**src/hdl/http_request_line_tokenizer_defines.svh**
```systemverilog
// ----------------------------------------------------------------------------
// http_request_line_tokenizer_defines
// Assertion macros shared by the request line tokeniser.
// ----------------------------------------------------------------------------
`ifndef HTTP_REQUEST_LINE_TOKENIZER_DEFINES_SVH
`define HTTP_REQUEST_LINE_TOKENIZER_DEFINES_SVH

// same-cycle implication, masked during reset
`define HRLT_ASSERT_IMPLY(label, clk, rst, ante, cons) \
   label: assert property (@(posedge clk) disable iff (rst) (ante) |-> (cons)) \
      else $error("hrlt: same-cycle check failed");

// next-cycle implication, masked during reset
`define HRLT_ASSERT_NEXT(label, clk, rst, ante, cons) \
   label: assert property (@(posedge clk) disable iff (rst) (ante) |=> (cons)) \
      else $error("hrlt: next-cycle check failed");

`endif

```
**src/hdl/hrlt_pkg.sv**
```systemverilog
// ----------------------------------------------------------------------------
// hrlt_pkg
// Types, limits and codes for the HTTP request line tokeniser.
// ----------------------------------------------------------------------------
package hrlt_pkg;

   // limits
   localparam int MAX_PATH     = 1024;
   localparam int MAX_SEGMENTS = 32;
   localparam int MAX_PAIRS    = 32;
   localparam int PATH_LEN_W   = $clog2(MAX_PATH + 1);
   localparam int CNT_W        = 6;
   localparam logic [CNT_W-1:0] MAX_PAIRS_RESET = CNT_W'(32);

   // decoupling queue between front and back
   localparam int QDEPTH  = 2;
   localparam int QPTR_W  = $clog2(QDEPTH);
   localparam int QCNT_W  = $clog2(QDEPTH + 1);

   // characters
   localparam logic [7:0] CHAR_G     = 8'h47;
   localparam logic [7:0] CHAR_D     = 8'h44;
   localparam logic [7:0] CHAR_P     = 8'h50;
   localparam logic [7:0] CHAR_O     = 8'h4F;
   localparam logic [7:0] CHAR_U     = 8'h55;
   localparam logic [7:0] CHAR_SPACE = 8'h20;
   localparam logic [7:0] CHAR_QUEST = 8'h3F;
   localparam logic [7:0] CHAR_EQUAL = 8'h3D;
   localparam logic [7:0] CHAR_AMP   = 8'h26;
   localparam logic [7:0] CHAR_SLASH = 8'h2F;

   // character classes produced by the front end
   localparam logic [2:0] CLS_OTHER = 3'd0;
   localparam logic [2:0] CLS_SPACE = 3'd1;
   localparam logic [2:0] CLS_QUEST = 3'd2;
   localparam logic [2:0] CLS_SLASH = 3'd3;
   localparam logic [2:0] CLS_AMP   = 3'd4;
   localparam logic [2:0] CLS_EQUAL = 3'd5;

   // byte kinds
   localparam logic [2:0] KIND_METHOD  = 3'd0;
   localparam logic [2:0] KIND_SEGMENT = 3'd1;
   localparam logic [2:0] KIND_KEY     = 3'd2;
   localparam logic [2:0] KIND_VALUE   = 3'd3;
   localparam logic [2:0] KIND_SEP     = 3'd4;
   localparam logic [2:0] KIND_IGNORED = 3'd5;

   // method codes
   localparam logic [2:0] METHOD_UNKNOWN = 3'd0;
   localparam logic [2:0] METHOD_GET     = 3'd1;
   localparam logic [2:0] METHOD_DELETE  = 3'd2;
   localparam logic [2:0] METHOD_POST    = 3'd3;
   localparam logic [2:0] METHOD_PUT     = 3'd4;

   typedef struct packed {
      logic [7:0] data_byte;
      logic       line_end;
   } req_payload_type;

   typedef struct packed {
      logic [7:0]       out_byte;
      logic [2:0]       byte_kind;
      logic [2:0]       method_code;
      logic [CNT_W-1:0] segment_index;
      logic [CNT_W-1:0] pair_index;
      logic             token_start;
      logic             pair_closed;
      logic             pair_kept;
      logic             overflow;
      logic             last;
   } rsp_payload_type;

   // classified byte passed from front to back
   typedef struct packed {
      req_payload_type payload;
      logic [2:0]      char_class;
   } item_type;

   // queue handshake seen from one side
   typedef struct packed {
      logic push;
      logic full;
   } qwr_ctrl_type;

   typedef struct packed {
      logic pop;
      logic empty;
   } qrd_ctrl_type;

endpackage

```
**src/hdl/http_request_line_tokenizer.sv**
```systemverilog
// ----------------------------------------------------------------------------
// http_request_line_tokenizer
// Tags every byte of an HTTP request line with its role.
// ----------------------------------------------------------------------------
// Usage:
//  - Bytes go in on the req_ side as a queue: one transaction is taken at a
//    clock edge with req_push high and req_full low.
//  - Each byte gives exactly one result on the rsp_ side, oldest first, shown
//    while rsp_empty is low and taken with rsp_pop.
//  - From input transaction to result visible, the byte is written into the
//    classification queue, then the parser pops it and writes its result into
//    the result queue, from which rsp_pop takes it.
//  - Throughput is one byte per cycle while the result queue is not full;
//    both queues hold two entries, so a result waiting does not stop intake.
//  - When the receiver stalls the result queue fills, the parser holds, the
//    input queue fills and req_full rises; nothing is lost.
//  - csr_wr_data sets the query pair limit (reset 32) via csr_wr_en; the user
//    writes it only while the block is idle; the block does not enforce this.
//  - Synchronous reset empties both queues and returns the parser to the
//    method phase with the limit at 32. Setting line_end on a byte returns
//    the parser to the method phase after that byte.
// ----------------------------------------------------------------------------
`include "http_request_line_tokenizer_defines.svh"

module http_request_line_tokenizer (
   input  logic                       clock,
   input  logic                       reset,
   input  logic                       req_push,
   input  hrlt_pkg::req_payload_type  req_payload,
   output logic                       req_full,
   output logic                       rsp_empty,
   input  logic                       rsp_pop,
   output hrlt_pkg::rsp_payload_type  rsp_payload,
   input  logic                       csr_wr_en,
   input  logic [hrlt_pkg::CNT_W-1:0] csr_wr_data
);

   hrlt_pkg::item_type     fq_item, bq_item;
   hrlt_pkg::qwr_ctrl_type wr_ctrl;
   hrlt_pkg::qrd_ctrl_type rd_ctrl;
   logic                   q_push, q_full, q_pop, q_empty;

   assign wr_ctrl.push  = q_push;
   assign wr_ctrl.full  = q_full;
   assign rd_ctrl.pop   = q_pop;
   assign rd_ctrl.empty = q_empty;

   // front end: intake and classification
   hrlt_front u_front (
      .req_push    (req_push),
      .req_payload (req_payload),
      .req_full    (req_full),
      .q_full      (q_full),
      .q_push      (q_push),
      .q_item      (fq_item)
   );

   // decoupling queue
   hrlt_queue u_queue (
      .clock      (clock),
      .reset      (reset),
      .wr_ctrl_in (wr_ctrl),
      .wr_item    (fq_item),
      .full       (q_full),
      .rd_ctrl_in (rd_ctrl),
      .rd_item    (bq_item),
      .empty      (q_empty)
   );

   // back end: parser and result queue
   hrlt_back u_back (
      .clock       (clock),
      .reset       (reset),
      .csr_wr_en   (csr_wr_en),
      .csr_wr_data (csr_wr_data),
      .q_item      (bq_item),
      .q_empty     (q_empty),
      .q_pop       (q_pop),
      .rsp_empty   (rsp_empty),
      .rsp_pop     (rsp_pop),
      .rsp_payload (rsp_payload)
   );

   // checks
   `HRLT_ASSERT_IMPLY(a_closed_is_sep, clock, reset,
      !rsp_empty && rsp_payload.pair_closed, rsp_payload.byte_kind == hrlt_pkg::KIND_SEP)
   `HRLT_ASSERT_IMPLY(a_overflow_ignored, clock, reset,
      !rsp_empty && rsp_payload.overflow, rsp_payload.byte_kind == hrlt_pkg::KIND_IGNORED)
   `HRLT_ASSERT_IMPLY(a_start_in_token, clock, reset,
      !rsp_empty && rsp_payload.token_start,
      rsp_payload.byte_kind == hrlt_pkg::KIND_SEGMENT ||
      rsp_payload.byte_kind == hrlt_pkg::KIND_KEY ||
      rsp_payload.byte_kind == hrlt_pkg::KIND_VALUE)
   `HRLT_ASSERT_NEXT(a_pop_drains, clock, reset,
      q_pop && !q_push && q_full, !q_full)

endmodule

```
**src/hdl/hrlt_front.sv**
```systemverilog
// ----------------------------------------------------------------------------
// hrlt_front
// Accepts request bytes and tags each with its character class.
// ----------------------------------------------------------------------------
module hrlt_front (
   input  logic                     req_push,
   input  hrlt_pkg::req_payload_type req_payload,
   output logic                     req_full,
   input  logic                     q_full,
   output logic                     q_push,
   output hrlt_pkg::item_type       q_item
);

   logic [2:0] cls;

   // character classification
   always_comb begin
      case (req_payload.data_byte)
         hrlt_pkg::CHAR_SPACE: cls = hrlt_pkg::CLS_SPACE;
         hrlt_pkg::CHAR_QUEST: cls = hrlt_pkg::CLS_QUEST;
         hrlt_pkg::CHAR_SLASH: cls = hrlt_pkg::CLS_SLASH;
         hrlt_pkg::CHAR_AMP:   cls = hrlt_pkg::CLS_AMP;
         hrlt_pkg::CHAR_EQUAL: cls = hrlt_pkg::CLS_EQUAL;
         default:              cls = hrlt_pkg::CLS_OTHER;
      endcase
   end

   // a transaction goes straight into the queue
   assign req_full          = q_full;
   assign q_push            = req_push & ~q_full;
   assign q_item.payload    = req_payload;
   assign q_item.char_class = cls;

endmodule

```
**src/hdl/hrlt_queue.sv**
```systemverilog
// ----------------------------------------------------------------------------
// hrlt_queue
// Short queue of classified bytes between the front and back ends.
// ----------------------------------------------------------------------------
module hrlt_queue (
   input  logic                   clock,
   input  logic                   reset,
   input  hrlt_pkg::qwr_ctrl_type wr_ctrl_in,
   input  hrlt_pkg::item_type     wr_item,
   output logic                   full,
   input  hrlt_pkg::qrd_ctrl_type rd_ctrl_in,
   output hrlt_pkg::item_type     rd_item,
   output logic                   empty
);

   hrlt_pkg::item_type                 mem_ff [hrlt_pkg::QDEPTH];
   logic [hrlt_pkg::QPTR_W-1:0]        wr_ptr_ff, wr_ptr_in;
   logic [hrlt_pkg::QPTR_W-1:0]        rd_ptr_ff, rd_ptr_in;
   logic [hrlt_pkg::QCNT_W-1:0]        count_ff, count_in;
   logic                               do_push, do_pop;

   assign full    = (count_ff == hrlt_pkg::QCNT_W'(hrlt_pkg::QDEPTH));
   assign empty   = (count_ff == '0);
   assign do_push = wr_ctrl_in.push & ~full;
   assign do_pop  = rd_ctrl_in.pop & ~empty;
   assign rd_item = mem_ff[rd_ptr_ff];

   // pointer and occupancy update
   always_comb begin
      wr_ptr_in = wr_ptr_ff;
      rd_ptr_in = rd_ptr_ff;
      count_in  = count_ff;
      if (do_push) begin
         wr_ptr_in = (wr_ptr_ff == hrlt_pkg::QPTR_W'(hrlt_pkg::QDEPTH - 1)) ?
                     '0 : wr_ptr_ff + hrlt_pkg::QPTR_W'(1);
      end
      if (do_pop) begin
         rd_ptr_in = (rd_ptr_ff == hrlt_pkg::QPTR_W'(hrlt_pkg::QDEPTH - 1)) ?
                     '0 : rd_ptr_ff + hrlt_pkg::QPTR_W'(1);
      end
      if (do_push && !do_pop) begin
         count_in = count_ff + hrlt_pkg::QCNT_W'(1);
      end else if (!do_push && do_pop) begin
         count_in = count_ff - hrlt_pkg::QCNT_W'(1);
      end
   end

   always_ff @(posedge clock) begin
      if (reset) begin
         wr_ptr_ff <= '0;
         rd_ptr_ff <= '0;
         count_ff  <= '0;
      end else begin
         wr_ptr_ff <= wr_ptr_in;
         rd_ptr_ff <= rd_ptr_in;
         count_ff  <= count_in;
      end
   end

   // storage
   always_ff @(posedge clock) begin
      if (do_push) begin
         mem_ff[wr_ptr_ff] <= wr_item;
      end
   end

endmodule

```
**src/hdl/hrlt_back.sv**
```systemverilog
// ----------------------------------------------------------------------------
// hrlt_back
// Request line state machine and result queue.
// ----------------------------------------------------------------------------
module hrlt_back (
   input  logic                      clock,
   input  logic                      reset,
   input  logic                      csr_wr_en,
   input  logic [hrlt_pkg::CNT_W-1:0] csr_wr_data,
   input  hrlt_pkg::item_type        q_item,
   input  logic                      q_empty,
   output logic                      q_pop,
   output logic                      rsp_empty,
   input  logic                      rsp_pop,
   output hrlt_pkg::rsp_payload_type rsp_payload
);

   localparam logic [1:0] PH_METHOD = 2'd0;
   localparam logic [1:0] PH_PATH   = 2'd1;
   localparam logic [1:0] PH_QUERY  = 2'd2;
   localparam logic [1:0] PH_TAIL   = 2'd3;

   localparam int CW = hrlt_pkg::CNT_W;
   localparam int PW = hrlt_pkg::PATH_LEN_W;

   // configuration
   logic [CW-1:0] max_pairs_ff;
   logic [CW-1:0] limit;

   // parser state
   logic [1:0]    phase_ff, phase_in;
   logic [7:0]    first_byte_ff, first_byte_in;
   logic [1:0]    byte_pos_ff, byte_pos_in;
   logic [2:0]    method_ff, method_in;
   logic [CW-1:0] seg_count_ff, seg_count_in;
   logic          in_seg_ff, in_seg_in;
   logic [CW-1:0] pair_count_ff, pair_count_in;
   logic          seen_eq_ff, seen_eq_in;
   logic [PW-1:0] path_len_ff, path_len_in;

   // result queue
   hrlt_pkg::rsp_payload_type    res_mem_ff [hrlt_pkg::QDEPTH];
   logic [hrlt_pkg::QPTR_W-1:0]  res_wr_ff, res_wr_in;
   logic [hrlt_pkg::QPTR_W-1:0]  res_rd_ff, res_rd_in;
   logic [hrlt_pkg::QCNT_W-1:0]  res_cnt_ff, res_cnt_in;
   logic                         res_full, res_pop;

   hrlt_pkg::rsp_payload_type res;
   logic [7:0]                b;
   logic [2:0]                cls;

   assign b     = q_item.payload.data_byte;
   assign cls   = q_item.char_class;
   assign limit = (max_pairs_ff < CW'(hrlt_pkg::MAX_PAIRS)) ?
                  max_pairs_ff : CW'(hrlt_pkg::MAX_PAIRS);

   assign res_full  = (res_cnt_ff == hrlt_pkg::QCNT_W'(hrlt_pkg::QDEPTH));
   assign rsp_empty = (res_cnt_ff == '0);
   assign res_pop   = rsp_pop & ~rsp_empty;
   assign q_pop     = ~q_empty & ~res_full;
   assign rsp_payload = res_mem_ff[res_rd_ff];

   // per-byte classification and next state
   always_comb begin
      phase_in      = phase_ff;
      first_byte_in = first_byte_ff;
      byte_pos_in   = byte_pos_ff;
      method_in     = method_ff;
      seg_count_in  = seg_count_ff;
      in_seg_in     = in_seg_ff;
      pair_count_in = pair_count_ff;
      seen_eq_in    = seen_eq_ff;
      path_len_in   = path_len_ff;

      res.out_byte      = b;
      res.byte_kind     = hrlt_pkg::KIND_IGNORED;
      res.method_code   = method_ff;
      res.segment_index = '0;
      res.pair_index    = '0;
      res.token_start   = 1'b0;
      res.pair_closed   = 1'b0;
      res.pair_kept     = 1'b0;
      res.overflow      = 1'b0;
      res.last          = q_item.payload.line_end;

      case (phase_ff)
         PH_METHOD: begin
            if (byte_pos_ff == 2'd0) begin
               first_byte_in = b;
            end
            if (byte_pos_ff == 2'd1) begin
               if (first_byte_ff == hrlt_pkg::CHAR_G) begin
                  method_in = hrlt_pkg::METHOD_GET;
               end else if (first_byte_ff == hrlt_pkg::CHAR_D) begin
                  method_in = hrlt_pkg::METHOD_DELETE;
               end else if (first_byte_ff == hrlt_pkg::CHAR_P &&
                            b == hrlt_pkg::CHAR_O) begin
                  method_in = hrlt_pkg::METHOD_POST;
               end else if (first_byte_ff == hrlt_pkg::CHAR_P &&
                            b == hrlt_pkg::CHAR_U) begin
                  method_in = hrlt_pkg::METHOD_PUT;
               end else begin
                  method_in = hrlt_pkg::METHOD_UNKNOWN;
               end
            end
            if (byte_pos_ff != 2'd2) begin
               byte_pos_in = byte_pos_ff + 2'd1;
            end
            if (cls == hrlt_pkg::CLS_SPACE) begin
               res.byte_kind = hrlt_pkg::KIND_SEP;
               phase_in      = PH_PATH;
            end else begin
               res.byte_kind = hrlt_pkg::KIND_METHOD;
            end
         end
         PH_PATH: begin
            if (cls == hrlt_pkg::CLS_SPACE) begin
               res.byte_kind = hrlt_pkg::KIND_SEP;
               phase_in      = PH_TAIL;
            end else if (cls == hrlt_pkg::CLS_QUEST) begin
               res.byte_kind = hrlt_pkg::KIND_SEP;
               phase_in      = PH_QUERY;
               in_seg_in     = 1'b0;
               seen_eq_in    = 1'b0;
            end else if (path_len_ff >= PW'(hrlt_pkg::MAX_PATH)) begin
               res.overflow = 1'b1;
            end else begin
               path_len_in = path_len_ff + PW'(1);
               if (cls == hrlt_pkg::CLS_SLASH) begin
                  res.byte_kind = hrlt_pkg::KIND_SEP;
                  in_seg_in     = 1'b0;
               end else if (in_seg_ff) begin
                  res.byte_kind     = hrlt_pkg::KIND_SEGMENT;
                  res.segment_index = seg_count_ff - CW'(1);
               end else if (seg_count_ff >= CW'(hrlt_pkg::MAX_SEGMENTS)) begin
                  res.overflow = 1'b1;
               end else begin
                  res.byte_kind     = hrlt_pkg::KIND_SEGMENT;
                  res.token_start   = 1'b1;
                  res.segment_index = seg_count_ff;
                  seg_count_in      = seg_count_ff + CW'(1);
                  in_seg_in         = 1'b1;
               end
            end
         end
         PH_QUERY: begin
            if (cls == hrlt_pkg::CLS_SPACE) begin
               res.byte_kind = hrlt_pkg::KIND_SEP;
               phase_in      = PH_TAIL;
               if (pair_count_ff < limit) begin
                  res.pair_closed = 1'b1;
                  res.pair_kept   = seen_eq_ff;
                  res.pair_index  = pair_count_ff;
                  if (seen_eq_ff) begin
                     pair_count_in = pair_count_ff + CW'(1);
                  end
               end
            end else if (pair_count_ff >= limit) begin
               res.byte_kind = hrlt_pkg::KIND_IGNORED;
            end else if (cls == hrlt_pkg::CLS_AMP) begin
               res.byte_kind   = hrlt_pkg::KIND_SEP;
               res.pair_closed = 1'b1;
               res.pair_kept   = seen_eq_ff;
               res.pair_index  = pair_count_ff;
               if (seen_eq_ff) begin
                  pair_count_in = pair_count_ff + CW'(1);
               end
               seen_eq_in = 1'b0;
               in_seg_in  = 1'b0;
            end else if (cls == hrlt_pkg::CLS_EQUAL && !seen_eq_ff) begin
               res.byte_kind  = hrlt_pkg::KIND_SEP;
               res.pair_index = pair_count_ff;
               seen_eq_in     = 1'b1;
               in_seg_in      = 1'b0;
            end else begin
               res.byte_kind   = seen_eq_ff ? hrlt_pkg::KIND_VALUE : hrlt_pkg::KIND_KEY;
               res.pair_index  = pair_count_ff;
               res.token_start = ~in_seg_ff;
               in_seg_in       = 1'b1;
            end
         end
         default: begin
            res.byte_kind = hrlt_pkg::KIND_IGNORED;
         end
      endcase

      res.method_code = method_in;

      // last byte of the request: back to the start
      if (q_item.payload.line_end) begin
         phase_in      = PH_METHOD;
         first_byte_in = '0;
         byte_pos_in   = '0;
         method_in     = hrlt_pkg::METHOD_UNKNOWN;
         seg_count_in  = '0;
         in_seg_in     = 1'b0;
         pair_count_in = '0;
         seen_eq_in    = 1'b0;
         path_len_in   = '0;
      end
   end

   // parser state and configuration register
   always_ff @(posedge clock) begin
      if (reset) begin
         max_pairs_ff  <= hrlt_pkg::MAX_PAIRS_RESET;
         phase_ff      <= PH_METHOD;
         first_byte_ff <= '0;
         byte_pos_ff   <= '0;
         method_ff     <= hrlt_pkg::METHOD_UNKNOWN;
         seg_count_ff  <= '0;
         in_seg_ff     <= 1'b0;
         pair_count_ff <= '0;
         seen_eq_ff    <= 1'b0;
         path_len_ff   <= '0;
      end else begin
         if (csr_wr_en) begin
            max_pairs_ff <= csr_wr_data;
         end
         if (q_pop) begin
            phase_ff      <= phase_in;
            first_byte_ff <= first_byte_in;
            byte_pos_ff   <= byte_pos_in;
            method_ff     <= method_in;
            seg_count_ff  <= seg_count_in;
            in_seg_ff     <= in_seg_in;
            pair_count_ff <= pair_count_in;
            seen_eq_ff    <= seen_eq_in;
            path_len_ff   <= path_len_in;
         end
      end
   end

   // result queue pointers
   always_comb begin
      res_wr_in  = res_wr_ff;
      res_rd_in  = res_rd_ff;
      res_cnt_in = res_cnt_ff;
      if (q_pop) begin
         res_wr_in = (res_wr_ff == hrlt_pkg::QPTR_W'(hrlt_pkg::QDEPTH - 1)) ?
                     '0 : res_wr_ff + hrlt_pkg::QPTR_W'(1);
      end
      if (res_pop) begin
         res_rd_in = (res_rd_ff == hrlt_pkg::QPTR_W'(hrlt_pkg::QDEPTH - 1)) ?
                     '0 : res_rd_ff + hrlt_pkg::QPTR_W'(1);
      end
      if (q_pop && !res_pop) begin
         res_cnt_in = res_cnt_ff + hrlt_pkg::QCNT_W'(1);
      end else if (!q_pop && res_pop) begin
         res_cnt_in = res_cnt_ff - hrlt_pkg::QCNT_W'(1);
      end
   end

   always_ff @(posedge clock) begin
      if (reset) begin
         res_wr_ff  <= '0;
         res_rd_ff  <= '0;
         res_cnt_ff <= '0;
      end else begin
         res_wr_ff  <= res_wr_in;
         res_rd_ff  <= res_rd_in;
         res_cnt_ff <= res_cnt_in;
      end
   end

   // result storage
   always_ff @(posedge clock) begin
      if (q_pop) begin
         res_mem_ff[res_wr_ff] <= res;
      end
   end

endmodule

```
**config.mk**
```make
export PLATFORM = sky130hd
export DESIGN_NAME = http_request_line_tokenizer
export DESIGN_NICKNAME = d
export VERILOG_FILES = /design/src/hdl/hrlt_pkg.sv /design/src/hdl/http_request_line_tokenizer.sv /design/src/hdl/hrlt_front.sv /design/src/hdl/hrlt_queue.sv /design/src/hdl/hrlt_back.sv
export VERILOG_INCLUDE_DIRS = /design/src /design/src/hdl
export SDC_FILE = /design/constraint.sdc
export NUM_CORES = 1
export LEC_CHECK = 0
export BUFFER_PORTS_ARGS = -buffer_cell sky130_fd_sc_hd__buf_4
export CORE_AREA = 10 10 157 130
export DETAILED_ROUTE_END_ITERATION = 12
export DIE_AREA = 0 0 167 140
export PLACE_DENSITY_LB_ADDON = 0.3
export SKIP_CTS_REPAIR_TIMING = 1
export SLEW_MARGIN = 20
export SYNTH_ARGS = -nofsm -noshare
export SYNTH_HDL_FRONTEND = slang
export SYNTH_SLANG_ARGS = --single-unit
```
**constraint.sdc**
```tcl
create_clock -name clock -period 3.15 [get_ports clock]
set_input_delay 0.315 -clock clock [delete_from_list [all_inputs] [get_ports clock]]
set_output_delay 0.315 -clock clock [all_outputs]
set_load 0.01 [all_outputs]
```
Yosys cells after proc, flatten, opt, wreduce, memory -nomap -nowiden
Memories as Yosys holds them, arrays and structs flattened. A register that Yosys moved wholly into a read port is not among the register bits.
Index checks and enable logic that the tools add are counted.
{ "totals": {"reg_bits": 54, "out_inout_bits": 33, "ram_bits": 86, "romBits": 0, "word_cells": 239, "latch_bits": 0, "memories": 2} }
{ "memory_table": {"columns": ["memory", "depth", "word_bits", "rd", "rd_clocked_by_memory_dff", "write_ports", "line", "source"], "rows": [
  ["u_back.res_mem_ff", 2, 31, 1, 1, 1, "hrlt_back.sv:42", "hrlt_pkg::rsp_payload_type res_mem_ff [hrlt_pkg::QDEPTH];"],
  ["u_queue.mem_ff", 2, 12, 1, 1, 1, "hrlt_queue.sv:16", "hrlt_pkg::item_type mem_ff [hrlt_pkg::QDEPTH];"]
]} }
{ "op_classes": {"magnitude_cmp": 5, "bitwise": 10, "div": 0, "n_mul": 0, "n_eq_ne": 38, "addsub": 13, "reduce_logical": 34, "shifts": 0, "n_mux": 121} }
{ "op_table": {"columns": ["cell", "n"], "rows": [
  ["two-way mux 6 bit", 26],
  ["two-way mux 11 bit", 5],
  ["two-way mux 3 bit", 18],
  ["two-way mux 1 bit", 46],
  ["== test 8 x 6 -> 1 bit (second input constant)", 5],
  ["== test 8 x 7 -> 1 bit (second input constant)", 5],
  ["two-way mux 2 bit", 16],
  ["two-way mux 8 bit", 3],
  ["one-hot mux 3 bit (5 select lines)", 1],
  ["AND reduction 5 bit", 3],
  ["inequality test 2 bit (second input constant)", 7],
  ["nonzero test 2 bit", 7],
  ["adder 6 x 1 -> 6 bit (second input constant)", 2],
  ["inequality test 3 x 2 -> 1 bit (second input constant)", 4],
  ["inequality test 3 bit (second input constant)", 4],
  ["adder 11 x 1 -> 11 bit (second input constant)", 1],
  [">= comparator 11 bit (second input constant)", 1],
  ["two-way mux 9 bit", 1],
  ["one-hot mux 3 bit (3 select lines)", 1],
  ["zero test 2 bit", 4],
  ["inequality test 4 x 2 -> 1 bit (second input constant)", 2],
  ["AND reduction 8 bit", 1],
  ["logical AND 1 bit", 7],
  ["AND reduction 7 bit", 1],
  ["23 further kinds", 50]
]} }

Depth between registers and ports, before layout
Gate-level depths: netlist of the first run.
{ "logic_depth": {"word_depth": 9, "mapped_depth": 9} }

Hierarchy
A second synthesis of the first run with hierarchy kept.
{ "hier_totals": {"cells_unflattened": 590, "area_unflattened_um2": 6592.6} }
{ "by_module_without_submodules": {"columns": ["mod", "area_per_inst_um2", "seq_area_each_um2", "instances", "cells_each"], "rows": [
  ["hrlt_back", 5361.4, 2882.8, 1, 503],
  ["hrlt_queue", 1078.5, 820.8, 1, 62],
  ["hrlt_front", 152.6, 0.0, 1, 25]
]} }

Least setup slack after synthesis of the first run
Ideal clock, no wire load.
{ "synth_path": {"kind": "register to register", "start": "register u_back.res_cnt_ff[0] in the netlist's numbering", "end": "memory u_back.res_mem_ff[0][0] in the netlist's numbering, enable pin", "path_stages_with_launch": 6, "slack_ps": 285, "arrival_ps": 2446, "period_less_slack_ps": 2865, "t_required_ps": 2731, "setup_time_ps": 419, "path_cell_list": "dfxtp_1 nor2b_1 or2_2 buf_2 buf_1 nor2_1"} }
{ "synth_between": {"elab_chain_cells": 5} }
{ "synth_rtl": {"columns": ["item", "line", "source"], "rows": [
  ["from (decl)", "hrlt_back.sv:45", "logic [hrlt_pkg::QCNT_W-1:0] res_cnt_ff, res_cnt_in;"],
  ["from (signal assigned)", "hrlt_back.sv:262", "res_cnt_ff <= res_cnt_in;"],
  ["== test 2 bit", "hrlt_back.sv:57", "assign res_full = (res_cnt_ff == hrlt_pkg::QCNT_W'(hrlt_pkg::QDEPTH));"],
  ["inverter 1 bit", "hrlt_back.sv:60", "assign q_pop = ~q_empty & ~res_full;"],
  ["AND 1 bit", "hrlt_back.sv:60", null],
  ["two-way mux 1 bit", "hrlt_back.sv:268", "if (q_pop) begin"],
  ["two-way mux 1 bit (implied by the code)", "hrlt_back.sv:269", "res_mem_ff[res_wr_ff] <= res;"],
  ["to (decl)", "hrlt_back.sv:42", null]
]} }
No other way between the ends.

==> results of run 1 <==
## sequential cells by signal, indices dropped and copies added (netlist names), named ones only
signal / count
u_back.first_byte_ff: 8
u_back.res_cnt_ff: 2
u_queue.count_ff: 2
u_back.seen_eq_ff: 1
u_queue.mem_ff: 24
u_back.phase_ff: 2
u_back.method_ff: 3
u_queue.rd_ptr_ff: 1
u_back.path_len_ff: 11
u_back.pair_count_ff: 6
u_back.seg_count_ff: 6
u_back.res_wr_ff: 1
u_back.max_pairs_ff: 6
u_back.byte_pos_ff: 2
u_back.res_mem_ff: 62
u_back.res_rd_ff: 1
u_queue.wr_ptr_ff: 1
u_back.in_seg_ff: 1
## path summary, 6_finish.rpt
path / startpoint / to / slack, ns / depth (start not counted)
worst min register to register: u_back.method_ff[1] / u_back.method_ff[1] / 0.48 / 2
worst min-delay path: req_payload[0] / u_queue.mem_ff[0][3] / 0.09 / 1
worst max register to register: flip-flop / u_back.pair_count_ff[4] / 0.61 / 7
worst max-delay path: flip-flop / u_back.pair_count_ff[4] / 0.61 / 7
## where the power goes
| group | switching [mW] | internal, mW | total [mW] |
|---|---|---|---|
| clock | 0.795 | 1.20 | 1.99 |
| sequential | 0.156 | 2.46 | 2.62 |
| combinational | 1.14 | 0.909 | 2.05 |
## area by class of cell
class	instances	area (um^2)	area share [%]
flip-flops and latches	142	3700	46.3
multi-input cells	408	2840	35.5
repair buffers	66	495	6.20
clock buffers	18	439	5.49
well taps	225	282	3.52
clock inverters	14	154	1.92
inverters	22	82.6	1.03
## cells in the final DEF, fill, tap and decap left out, types with 3 or more instances in the layout
cell type,n
sky130_fd_sc_hd__a31oi_1,6
sky130_fd_sc_hd__nor2_1,57
sky130_fd_sc_hd__buf_4,66
sky130_fd_sc_hd__inv_6,6
sky130_fd_sc_hd__inv_1,19
sky130_fd_sc_hd__nand2b_1,5
sky130_fd_sc_hd__or4_1,7
sky130_fd_sc_hd__a22oi_1,12
sky130_fd_sc_hd__nand4_1,7
sky130_fd_sc_hd__o21a_1,5
sky130_fd_sc_hd__ha_1,21
sky130_fd_sc_hd__clkinv_1,3
sky130_fd_sc_hd__or3_1,8
sky130_fd_sc_hd__o21ai_0,19
sky130_fd_sc_hd__o2111ai_1,3
sky130_fd_sc_hd__nor3_1,9
sky130_fd_sc_hd__nor4b_1,7
sky130_fd_sc_hd__xor2_1,9
sky130_fd_sc_hd__nand2_1,41
sky130_fd_sc_hd__mux2i_1,10
sky130_fd_sc_hd__a21oi_1,29
sky130_fd_sc_hd__nor2b_1,7
sky130_fd_sc_hd__mux2_2,39
sky130_fd_sc_hd__o21bai_1,3
sky130_fd_sc_hd__nand3b_1,3
sky130_fd_sc_hd__o211ai_1,9
sky130_fd_sc_hd__and3_1,6
sky130_fd_sc_hd__o31ai_1,7
sky130_fd_sc_hd__clkbuf_16,17
sky130_fd_sc_hd__edfxtp_1,86
sky130_fd_sc_hd__a2111o_1,4
sky130_fd_sc_hd__dfxtp_1,56
sky130_fd_sc_hd__xnor2_1,5
sky130_fd_sc_hd__and3b_1,4
sky130_fd_sc_hd__nand3_1,16
sky130_fd_sc_hd__and2_1,12
## per-layer routing
| layer | vias up | share of wire [%] | global-route usage, % |
|---|---|---|---|
| li1 | 2351 | - | - |
| met1 | 2315 | 47 | 16.3 |
| met2 | 127 | 45 | 19.1 |
| met4 | 0 | 1.7 | 5.54 |
| met5 | - | 0 | 0 |
| met3 | 20 | 7.0 | 4.59 |
## worst register-to-register path: cells and delay by family (launching register included)
family | cells | cell delay (ns)
AO/OA/AOI/OAI | 2 | 0.34
buffers and inverters | 2 | 0.51
flip-flops | 1 | 0.49
AND/OR/NAND/NOR | 3 | 1.13
## logic make-up (layout without fill, tap and decap cells)
| family | Yosys count | count (layout) | synth area share (%) |
|---|---|---|---|
| fa+ha+maj | 21 | 21 | 3.90 |
| simple gates | 204 | 204 | 15.9 |
| xor+xnor | 14 | 14 | 1.82 |
| flops | 142 | 142 | 54.9 |
| compound gates | 119 | 119 | 12.1 |
| mux | 50 | 50 | 8.33 |
| buf+inv | 49 | 120 | 3.02 |
## stage by stage
stage	hold WS (ns)	total power [mW]	util [%]	worst slack (ns)	instance area (um^2)
final	0.0856	6.66	46.6	0.610	8000
after CTS	0.0671	6.74	46.6	0.631	8000
after floorplan	0.414	3.90	-	0.285	6750
after detailed placement	0.473	4.73	43.1	0.632	7400
after global placement	0.463	4.66	43.1	0.681	7400
after global routing	0.0694	7.03	46.6	0.476	8000
==> summary by stage, run 1 <==
GRT
The initial antenna violation count came to 0. Entering global routing, the biggest net connects 45 pins. The number of global-route vias before repair is 4804.

The global-route congestion overflow total is 0. The first global-routing pass estimated 24500 um of wire. The combined global-route utilization of all metal layers is 12.8%.

Route
The routed layout has 4813 vias. The final layout contains routed wiring with a total length of 15000 um. For this run, design rule violations remaining after detail routing come to 0. In this run the remaining antenna-violating nets after routing total 0. The detail-routed via count per cell is 5.38.

After detailed routing, the average wire length per cell comes to 16.8 um. The first-iteration detailed-routing DRC count is 365. Before antenna repair, the detailed router went through 5 iterations.

Synth
The synthesized design contains 86 enable-type register cells. The most frequently used cell type in the post-synthesis netlist is sky130_fd_sc_hd__edfxtp_1. Sequential cells were found to cover 54.9% of the synthesized design area. The post-synthesis register bit count is 142. The cell type with the highest aggregate area in the netlist is sky130_fd_sc_hd__edfxtp_1.

The total of warnings raised by yosys is 0. By area the synthesized netlist is led by sky130_fd_sc_hd__edfxtp_1 38%, sky130_fd_sc_hd__dfxtp_1 17%, sky130_fd_sc_hd__mux2_2 6.5%. The synthesized instance count is 599. Counting every net in the synthesized netlist gives 640. By count the netlist is led by 86 x sky130_fd_sc_hd__edfxtp_1, 58 x sky130_fd_sc_hd__nor2_1, 56 x sky130_fd_sc_hd__dfxtp_1. The count of cell types in the netlist is 67. The area of the mapped netlist is 6750 um^2. In this run the mean area of a mapped cell was 11.3 um^2. The most instantiated flip-flop cell in the synthesis netlist is sky130_fd_sc_hd__edfxtp_1. The share of synthesized area in the top cell type comes to 38.3%.

The proportion of register bits with asynchronous set or reset after synthesis is 0%.

STA
Headroom to the max-slew limit came out at 59.8%. Timing would allow up to 0.394 GHz. The count of endpoints failing setup in the final report is 0.

Setup total negative slack on the finished layout was measured at 0 ns. The final period demand of the worst path is 2.54 ns. The number of hold violations in the final report came to 0. The ratio of final minimum period to clock period is 80.6%.

The clock arrives with 0.0107 ns of skew. The actual transition at the worst max-transition pin is 0.597 ns. Setup repair after global routing left no endpoint under its margin. The final-report max-slew violation count is 0.

Power and ir drop
The cell leakage power is 2.86 nW. Across the VDD grid, the largest voltage drop is 0.340 mV. The total power per unit cell area is 833 nW/um^2.

Placement
At the end of routability-driven placement, the weighted congestion stood at 0.839. The number of buffers inserted by port buffering is 52. Summed over all nets, the half-perimeter wirelength after detailed placement is 10400 um.

The count of placed standard cells including taps is 863.

Setup path
The critical path's largest stage delay is 0.50 ns. Among all stages on the critical path, the largest delay is contributed by sky130_fd_sc_hd__or4_1. The number of buffers and inverters on the critical path is 2. The most repeated library cell on the critical path is sky130_fd_sc_hd__buf_4. The required time of the critical path is 3.51 ns. The critical path is of the reg2reg type. The startpoint class of the critical path is a flip-flop. STA classifies the critical path endpoint as a flip-flop. Traced cell by cell, the critical path runs through buf_4 > and4bb_2 > or2_0 > o2111ai_1 > buf_4 > or4_1 > a31oi_1. Among cell families on the critical path, the largest total delay comes from simple AND/OR/NAND/NOR gates. The data arrival time of the critical path is 2.90 ns. The biggest fanout along the worst timing path is 20.

CTS
The root buffer cell chosen for the clock tree is sky130_fd_sc_hd__clkbuf_16. After clock tree synthesis, the clock-pin slew on the worst setup and hold paths is 0.06 ns. The clock sink count is 142.

The clock buffer count from CTS is 17. TritonCTS built the clock tree. The clock latency at the later pin of the worst-skew pair is 0.43 ns. The H-tree was split into 4 levels. The clock passes through at most 2 buffers.

Die
The starting density of the core is 39.3%. The number of primary I/O pins is 53. The width of the die is 167 um.

The row count is 43. The floorplan step defined a core boundary enclosing 17200 um^2. The height of the die is 140 um. The die outline area is 23400 um^2.

Flow run
Max-cap violations in this run came to 0.

Finish
The layout-stage area growth over the synthesis result is 18.5%. 0 antenna diodes ended up in the layout. The layout has 1525 filler cells. The net count of the finished layout is 698. The post-layout instance count excluding filler cells is 895. The post-route netlist has 21.8% of its cells at a drive strength greater than 1.

Worst hold path
The path type of the worst min-delay path is in2reg.

Run status
The flow ran to the end, and the final reports show no timing, DRC or antenna violations.
Note: power is estimated with default switching activity, not from simulation.
==> run 2: changes to the inputs <==
- clock period: 3.15 -> 2.3 ns (I/O delays scaled with it)
==> run 2 against run 1 <==
Compared with the run above: critical path depth decreased by 1; utilization increased by 1.5 points; clock skew decreased by 0.0039 ns; largest cell class unchanged; die area unchanged.
==> summary by stage, run 2 (same netlist as run 1, synthesis figures left out) <==
Route
The antenna violation net count after detailed routing is 0. After detailed routing, the number of vias per cell comes to 5.36. The first-iteration detailed-routing DRC count is 389. Wires add up to 15300 um. The detailed router placed 4922 vias in this run.

The residual DRC count is 0. The pre-antenna-repair detailed-routing pass consisted of 8 iterations. The final routed wire length divided by cell count is 16.6 um.

CTS
Buffers inserted during clock tree synthesis total 17. For the worst-skew pair, the clock arrives at the later sink with an insertion delay of 0.41 ns. CTS saw 142 sinks. The root buffer cell is sky130_fd_sc_hd__clkbuf_16. The CTS clock-pin slew for the worst setup and hold paths is 0.06 ns.

The clock passes through at most 2 buffers. The TritonCTS clock tree is done. In this run the number of H-tree levels came out at 4.

Setup path
On the critical path, the stage with the largest delay is an instance of sky130_fd_sc_hd__nor4_1. The start-to-end type of the worst setup path is reg2reg. The biggest fanout along the worst timing path is 25. The data arrival time of the critical path is 2.42 ns. The worst register-to-register path has a depth of 6. The critical path's largest stage delay is 0.47 ns. The startpoint class of the critical path is a flip-flop. The signal on the critical path passes through buf_12 > mux2_2 > nand3b_1 > nor4_1 > nor2_1 > o21ai_0.

Data on the critical path is required at its endpoint by 2.54 ns. The worst setup path is captured at a flip-flop.

Power and ir drop
The maximum VDD drop is 0.477 mV. Summed over all cells, the static leakage comes to 2.98 nW. For this design the ratio of total power to cell area is 1130 nW/um^2.

Finish
The post-route cell area is 8250 um^2. The multi-input combinational cells in the finished layout cover a total of 2860 um^2. In the final layout, the share of cells above drive strength 1 is 24.6%. The register bank with the most flops is u_back.res_mem_ff. The register cell area after layout is 3700 um^2. In the final layout, the registers with the most flip-flops are u_back.res_mem_ff: 62 flops, u_queue.mem_ff: 24 flops, u_back.path_len_ff: 11 flops. The top cell types in the final layout, fill and taps aside, are 86 x sky130_fd_sc_hd__edfxtp_1, 84 x sky130_fd_sc_hd__buf_4, 57 x sky130_fd_sc_hd__nor2_1.

The post-layout net count is 722. The number of antenna diodes is 0. The filler cell count in the final layout is 1544. Compared with the post-synthesis result, the final layout area differs by 22.2%.

The register with the most flip-flops in the layout has 62 of them. The most common library cell in the layout ignoring fill and taps is sky130_fd_sc_hd__edfxtp_1.

STA
Across the routed clock network, the largest skew measured is 0.00687 ns. Of the available clock period, the critical path in the final layout requires 94.8%. The actual transition at the worst max-transition pin is 0.570 ns.

The maximum operating frequency is 0.459 GHz. The worst path needs 2.18 ns of the cycle, external delays included. In the final timing run, aggregate negative setup slack is 0 ns. Setup slack closes at 0.120 ns. Setup repair after global routing left no endpoint under its margin. The count of endpoints failing setup in the final report is 0. The number of hold violations in the final report is 0. The relative slew slack is 62.0%. The final-report max-slew violation count is 0.

Die
The number of primary I/O pins is 53. The row count is 43. The floorplan step defined a die boundary enclosing 23400 um^2. The core footprint is 17200 um^2. For this configuration, the core starts out at a cell density of 39.3%. The height of the die is 140 um. The width of the die is 167 um.

Placement
During placement, the flow inserted port buffers numbering 52. The worst setup timing slack at the placement stage is 0.162 ns. At the end of routability-driven placement, the weighted congestion stood at 0.838. Detailed placement ended at an HPWL of 10800 um. After detailed placement, the total cell area comes to 7570 um^2.

GRT
The combined global-route utilization of all metal layers is 12.7%. The initial antenna violation count came to 0. The first-pass GRT wire length is 24300 um. The global-route congestion overflow total is 0. The number of global-route vias before repair was 4764. The maximum number of pins on one net before global-route repair is 32.

Worst hold path
The tightest min-delay check is of the in2reg type. The cell depth of the worst hold path is 1.

Flow run
The tool flagged a number of max-cap violations equal to 0.

Run status
The flow ran to the end, and the final reports show no timing, DRC or antenna violations.
run 2: worst max-delay path, delay by kind of cell (launching register included):
| kind | cells | cell delay [ns] |
|---|---|---|
| simple gates | 3 | 0.77 |
| compound gates | 1 | 0.21 |
| buf+inv | 1 | 0.21 |
| mux | 1 | 0.39 |
| flops | 1 | 0.44 |
run 2: metrics by stage:
| stage | hold WS (ns) | total power [mW] | util [%] | cells |
|---|---|---|---|---|
| 4_1_cts | -0.0104 | 9.43 | 47.6 | 912 |
| 3_5_place_dp | 0.430 | 6.66 | 44.1 | 880 |
| 5_1_grt | -0.00259 | 9.82 | 48.0 | 919 |
| 3_3_place_gp | 0.425 | 6.54 | 44.1 | 880 |
| 2_1_floorplan | 0.329 | 5.34 | - | 599 |
| 6_report | 0.0168 | 9.34 | 48.0 | 919 |
run 2: final cells by class:
class	instances	area share (%)
multi-input cells	408	34.7
clock inverters	13	2.00
well taps	225	3.41
repair buffers	90	8.76
inverters	22	1.00
clock buffers	19	5.25
flip-flops and latches	142	44.9
run 2: path summary, 6_finish.rpt:
path | startpoint | to | slack, ns
worst max register to register | flip-flop | u_back.res_mem_ff[0][18] | 0.12
worst min-delay path | req_payload[8] | u_queue.mem_ff[1][11] | 0.02
worst min register to register | u_back.path_len_ff[9] | u_back.path_len_ff[9] | 0.49
worst max-delay path | flip-flop | u_back.res_mem_ff[0][18] | 0.12
run 2: power breakdown:
group	internal, mW	switching, mW	leakage [nW]
logic	1.38	1.62	1.43
registers	3.37	0.217	1.27
clock network	1.71	1.04	0.280
total	6.46	2.88	2.98
run 2: routing by layer:
| metal | GRT usage [%] | part of all wire, % | vias up |
|---|---|---|---|
| li1 | - | - | 2407 |
| met1 | 16.9 | 47 | 2371 |
| met2 | 18.9 | 45 | 128 |
| met3 | 3.86 | 6.1 | 16 |
| met4 | 5.17 | 1.8 | 0 |
| met5 | 0 | 0 | - |
==> run 3: changes to the inputs <==
- CORE_AREA: 10 10 157 130 -> 10 10 155 128
- DIE_AREA: 0 0 167 140 -> 0 0 165 138
- SLEW_MARGIN: 20 -> 25
- SYNTH_HIERARCHICAL: not set -> 1
==> run 3 against run 2 <==
Compared with the run above: first-iteration DRC count up 12%; register-to-register slack worse by 0.02 ns; fmax down 1.1%; critical endpoint is now u_back/res_mem_ff[0][18]; hold slack better by 0.0043 ns; global-route usage down 0.24 points; cell area down 2.5%.
==> summary by stage, run 3 <==
Run status
The run finished with clean final reports.

CTS
The clock latency at the later pin of the worst-skew pair is 0.41 ns. The clock passes through at most 2 buffers. The number of clock buffers added by TritonCTS is 17.

The H-tree was split into 4 levels. The TritonCTS clock tree is done. The root buffer cell is sky130_fd_sc_hd__clkbuf_16. The clock sink count is 142. The CTS clock-pin slew for the worst setup and hold paths is 0.06 ns.

Finish
The filler cell count in the final layout is 1561. The largest registers in the layout are u_back/res_mem_ff: 62 flops, u_queue/mem_ff: 24 flops, u_back/path_len_ff: 11 flops. The core occupancy in the finished layout is 47.6%. More flip-flops sit in one register than any other, and that register is u_back/res_mem_ff.

The register with the most flip-flops in the layout has 62 of them. Leaving out fill and tap cells, the most frequent cells in the layout are 86 x sky130_fd_sc_hd__edfxtp_1, 81 x sky130_fd_sc_hd__buf_4, 61 x sky130_fd_sc_hd__nor2_1. The number of antenna diodes is 0.

Of the cells placed in the final design, the portion with a size suffix greater than 1 is 26.3%. The most common library cell in the layout ignoring fill and taps is sky130_fd_sc_hd__edfxtp_1. The layout-stage area growth over the synthesis result is 21.9%. For this run, the post-layout net count is 701.

Die
Measured along the y axis, the die boundary spans 138 um. After floorplanning, the core was sized to cover 16900 um^2. The floorplan has 43 rows.

The width of the die is 165 um. The starting density of the core is 39.0%. The number of primary I/O pins is 53. The die covers 22800 um^2.

GRT
The combined global-route utilization of all metal layers is 12.5%. Global routing finished with a remaining overflow of 0. The number of global-route vias before repair came to 4386.

Entering global routing, the biggest net connects 42 pins. The initial antenna violation count is 0. The first-pass GRT wire length is 22800 um.

Setup path
Data on the critical path arrives at its endpoint at 2.36 ns. STA classifies the critical path endpoint as a flip-flop. Of all nets on the critical path, the largest fanout is 6. The register-to-register setup slack is 0.1 ns. STA puts the critical path data required time at 2.46 ns. The critical path in this run is classified as reg2reg.

The worst setup path is launched from a flip-flop.

STA
The actual transition at the worst max-transition pin is 0.586 ns. Setup repair after global routing left no endpoint under its margin. Timing would allow up to 0.454 GHz. The ratio of final minimum period to clock period is 95.9%. The final setup skew is 0.00598 ns. The final-report max-slew violation count is 0. The number of hold violations in the final report is 0. Measured against its own limit, the worst slew margin works out to 60.9%.

The final period demand of the worst path is 2.20 ns. The tightest hold margin is 0.0211 ns. Setup violations remaining at the end of the flow were counted as 0.

Placement
The congestion estimate from routability-driven global placement came to 0.815. The placed wire-length estimate is 10100 um. The number of buffers inserted by port buffering is 52.

Route
Before antenna repair, the detailed router went through 4 iterations. Dividing the detail-routed via count by the number of cells gives 5.06. The antenna violation net count after detailed routing is 0. Dividing the detail-routed wire length by the instance count gives 16.0 um.

The total detailed-routing wirelength is 14300 um. The routed layout has 4538 vias. The first-iteration detailed-routing DRC count is 434.

In the routed design, unresolved DRC markers number 0.

Synth
The post-synthesis average cell area is 11.2 um^2. The count of cell types in the netlist is 54. The area of the mapped netlist is 6590 um^2. The cell type with the highest aggregate area in the netlist is sky130_fd_sc_hd__edfxtp_1.

The most instantiated flip-flop cell in the synthesis netlist is sky130_fd_sc_hd__edfxtp_1. For this run, the number of Yosys warnings is 6. The proportion of register bits with asynchronous set or reset after synthesis is 0%.

The share of Yosys cell area claimed by the top area cell type is 39.2%. By area the synthesized netlist is led by sky130_fd_sc_hd__edfxtp_1 39%, sky130_fd_sc_hd__dfxtp_1 17%, sky130_fd_sc_hd__mux2_2 7.7%. Yosys mapped a number of flops with a built-in enable equal to 86. In the synthesized netlist, the cells that appear most often are 86 x sky130_fd_sc_hd__edfxtp_1, 62 x sky130_fd_sc_hd__nor2_1, 56 x sky130_fd_sc_hd__dfxtp_1. The most frequently used cell type in the post-synthesis netlist is sky130_fd_sc_hd__edfxtp_1. The sequential area share after synthesis is 56.2%.

When the netlist entered floorplanning its net count stood at 631. The post-synthesis register bit count is 142. The synthesized instance count is 590.

Power and ir drop
The cell leakage power is 3.01 nW. Dividing total power by cell area gives a power density of 1240 nW/um^2. The maximum VDD drop is 0.621 mV.

Worst hold path
The path type of the worst min-delay path is in2reg.

Flow run
Across the run, the number of max-cap violations was 0.
run 3: cell types whose count changed after synthesis, sizes merged, moves of 6 or more:
cell    delta
buf        +6
a21oi      +9
or4        -6
o31ai      -7
mux2       +6
a22oi      -7
xor2       +7
o211ai     -7
run 3: cells by family after synthesis:
family	count (synthesis)	synth area share, %
buf+inv	56	3.95
flops	142	56.2
fa+ha+maj	21	3.99
xor+xnor	23	3.06
mux	56	9.36
simple gates	204	15.5
compound gates	88	7.99
run 3: report_power, final:
group,switching (mW),total (mW),internal (mW)
Sequential,0.224,3.65,3.43
Clock,0.995,2.79,1.79
Combinational,1.92,3.52,1.60
run 3: final timing paths:
kind,startpoint,to,cells past startpoint
worst max-delay path,flip-flop,u_back/res_mem_ff[0][18],9
worst min register to register,u_back/first_byte_ff[6],u_back/first_byte_ff[6],2
worst min-delay path,req_payload[6],u_queue/mem_ff[0][9],1
worst max register to register,flip-flop,u_back/res_mem_ff[0][18],9
run 3: layer usage:
metal | global-route usage (%) | share of wire, % | wire, um
met3 | 3.62 | 6.1 | 870
met4 | 4.47 | 1.4 | 197
met5 | 0 | 0 | 0
met2 | 17.6 | 43 | 6190
met1 | 17.6 | 49 | 7060
run 3: area by class of cell:
cell class	instances	area, um^2	share of cell area (%)
clock buffer	18	429	5.34
multi-input combinational	392	2710	33.7
inverter	22	82.6	1.03
sequential	142	3700	46.1
tap	225	282	3.50
timing repair buffer	85	658	8.19
clock inverter	13	173	2.15
run 3: worst max-delay path: stages, from the launching register on:
cell                        delay (ns)
sky130_fd_sc_hd__dfxtp_2          0.37
sky130_fd_sc_hd__buf_4            0.15
sky130_fd_sc_hd__buf_4            0.15
sky130_fd_sc_hd__mux2_2           0.41
sky130_fd_sc_hd__nand4bb_1        0.15
sky130_fd_sc_hd__nor4_2           0.06
sky130_fd_sc_hd__buf_4            0.14
sky130_fd_sc_hd__a21oi_1          0.14
sky130_fd_sc_hd__nor3_1           0.09
sky130_fd_sc_hd__mux2_2           0.29
run 3: through the flow:
| stage | cell area, um^2 | setup WS [ns] | TNS (ns) | total power, mW | std cells |
|---|---|---|---|---|---|
| finish | 8040 | 0.0952 | 0 | 9.95 | 897 |
| CTS | 7950 | -0.00679 | -0.00679 | 9.97 | 894 |
| detailed placement | 7340 | -0.00504 | -0.00504 | 7.14 | 863 |
| global route | 8040 | 0.00265 | 0 | 10.5 | 897 |
| global placement | 7340 | 0.127 | 0 | 7.06 | 863 |
| floorplan | 6620 | 0.0171 | 0 | 5.78 | 590 |
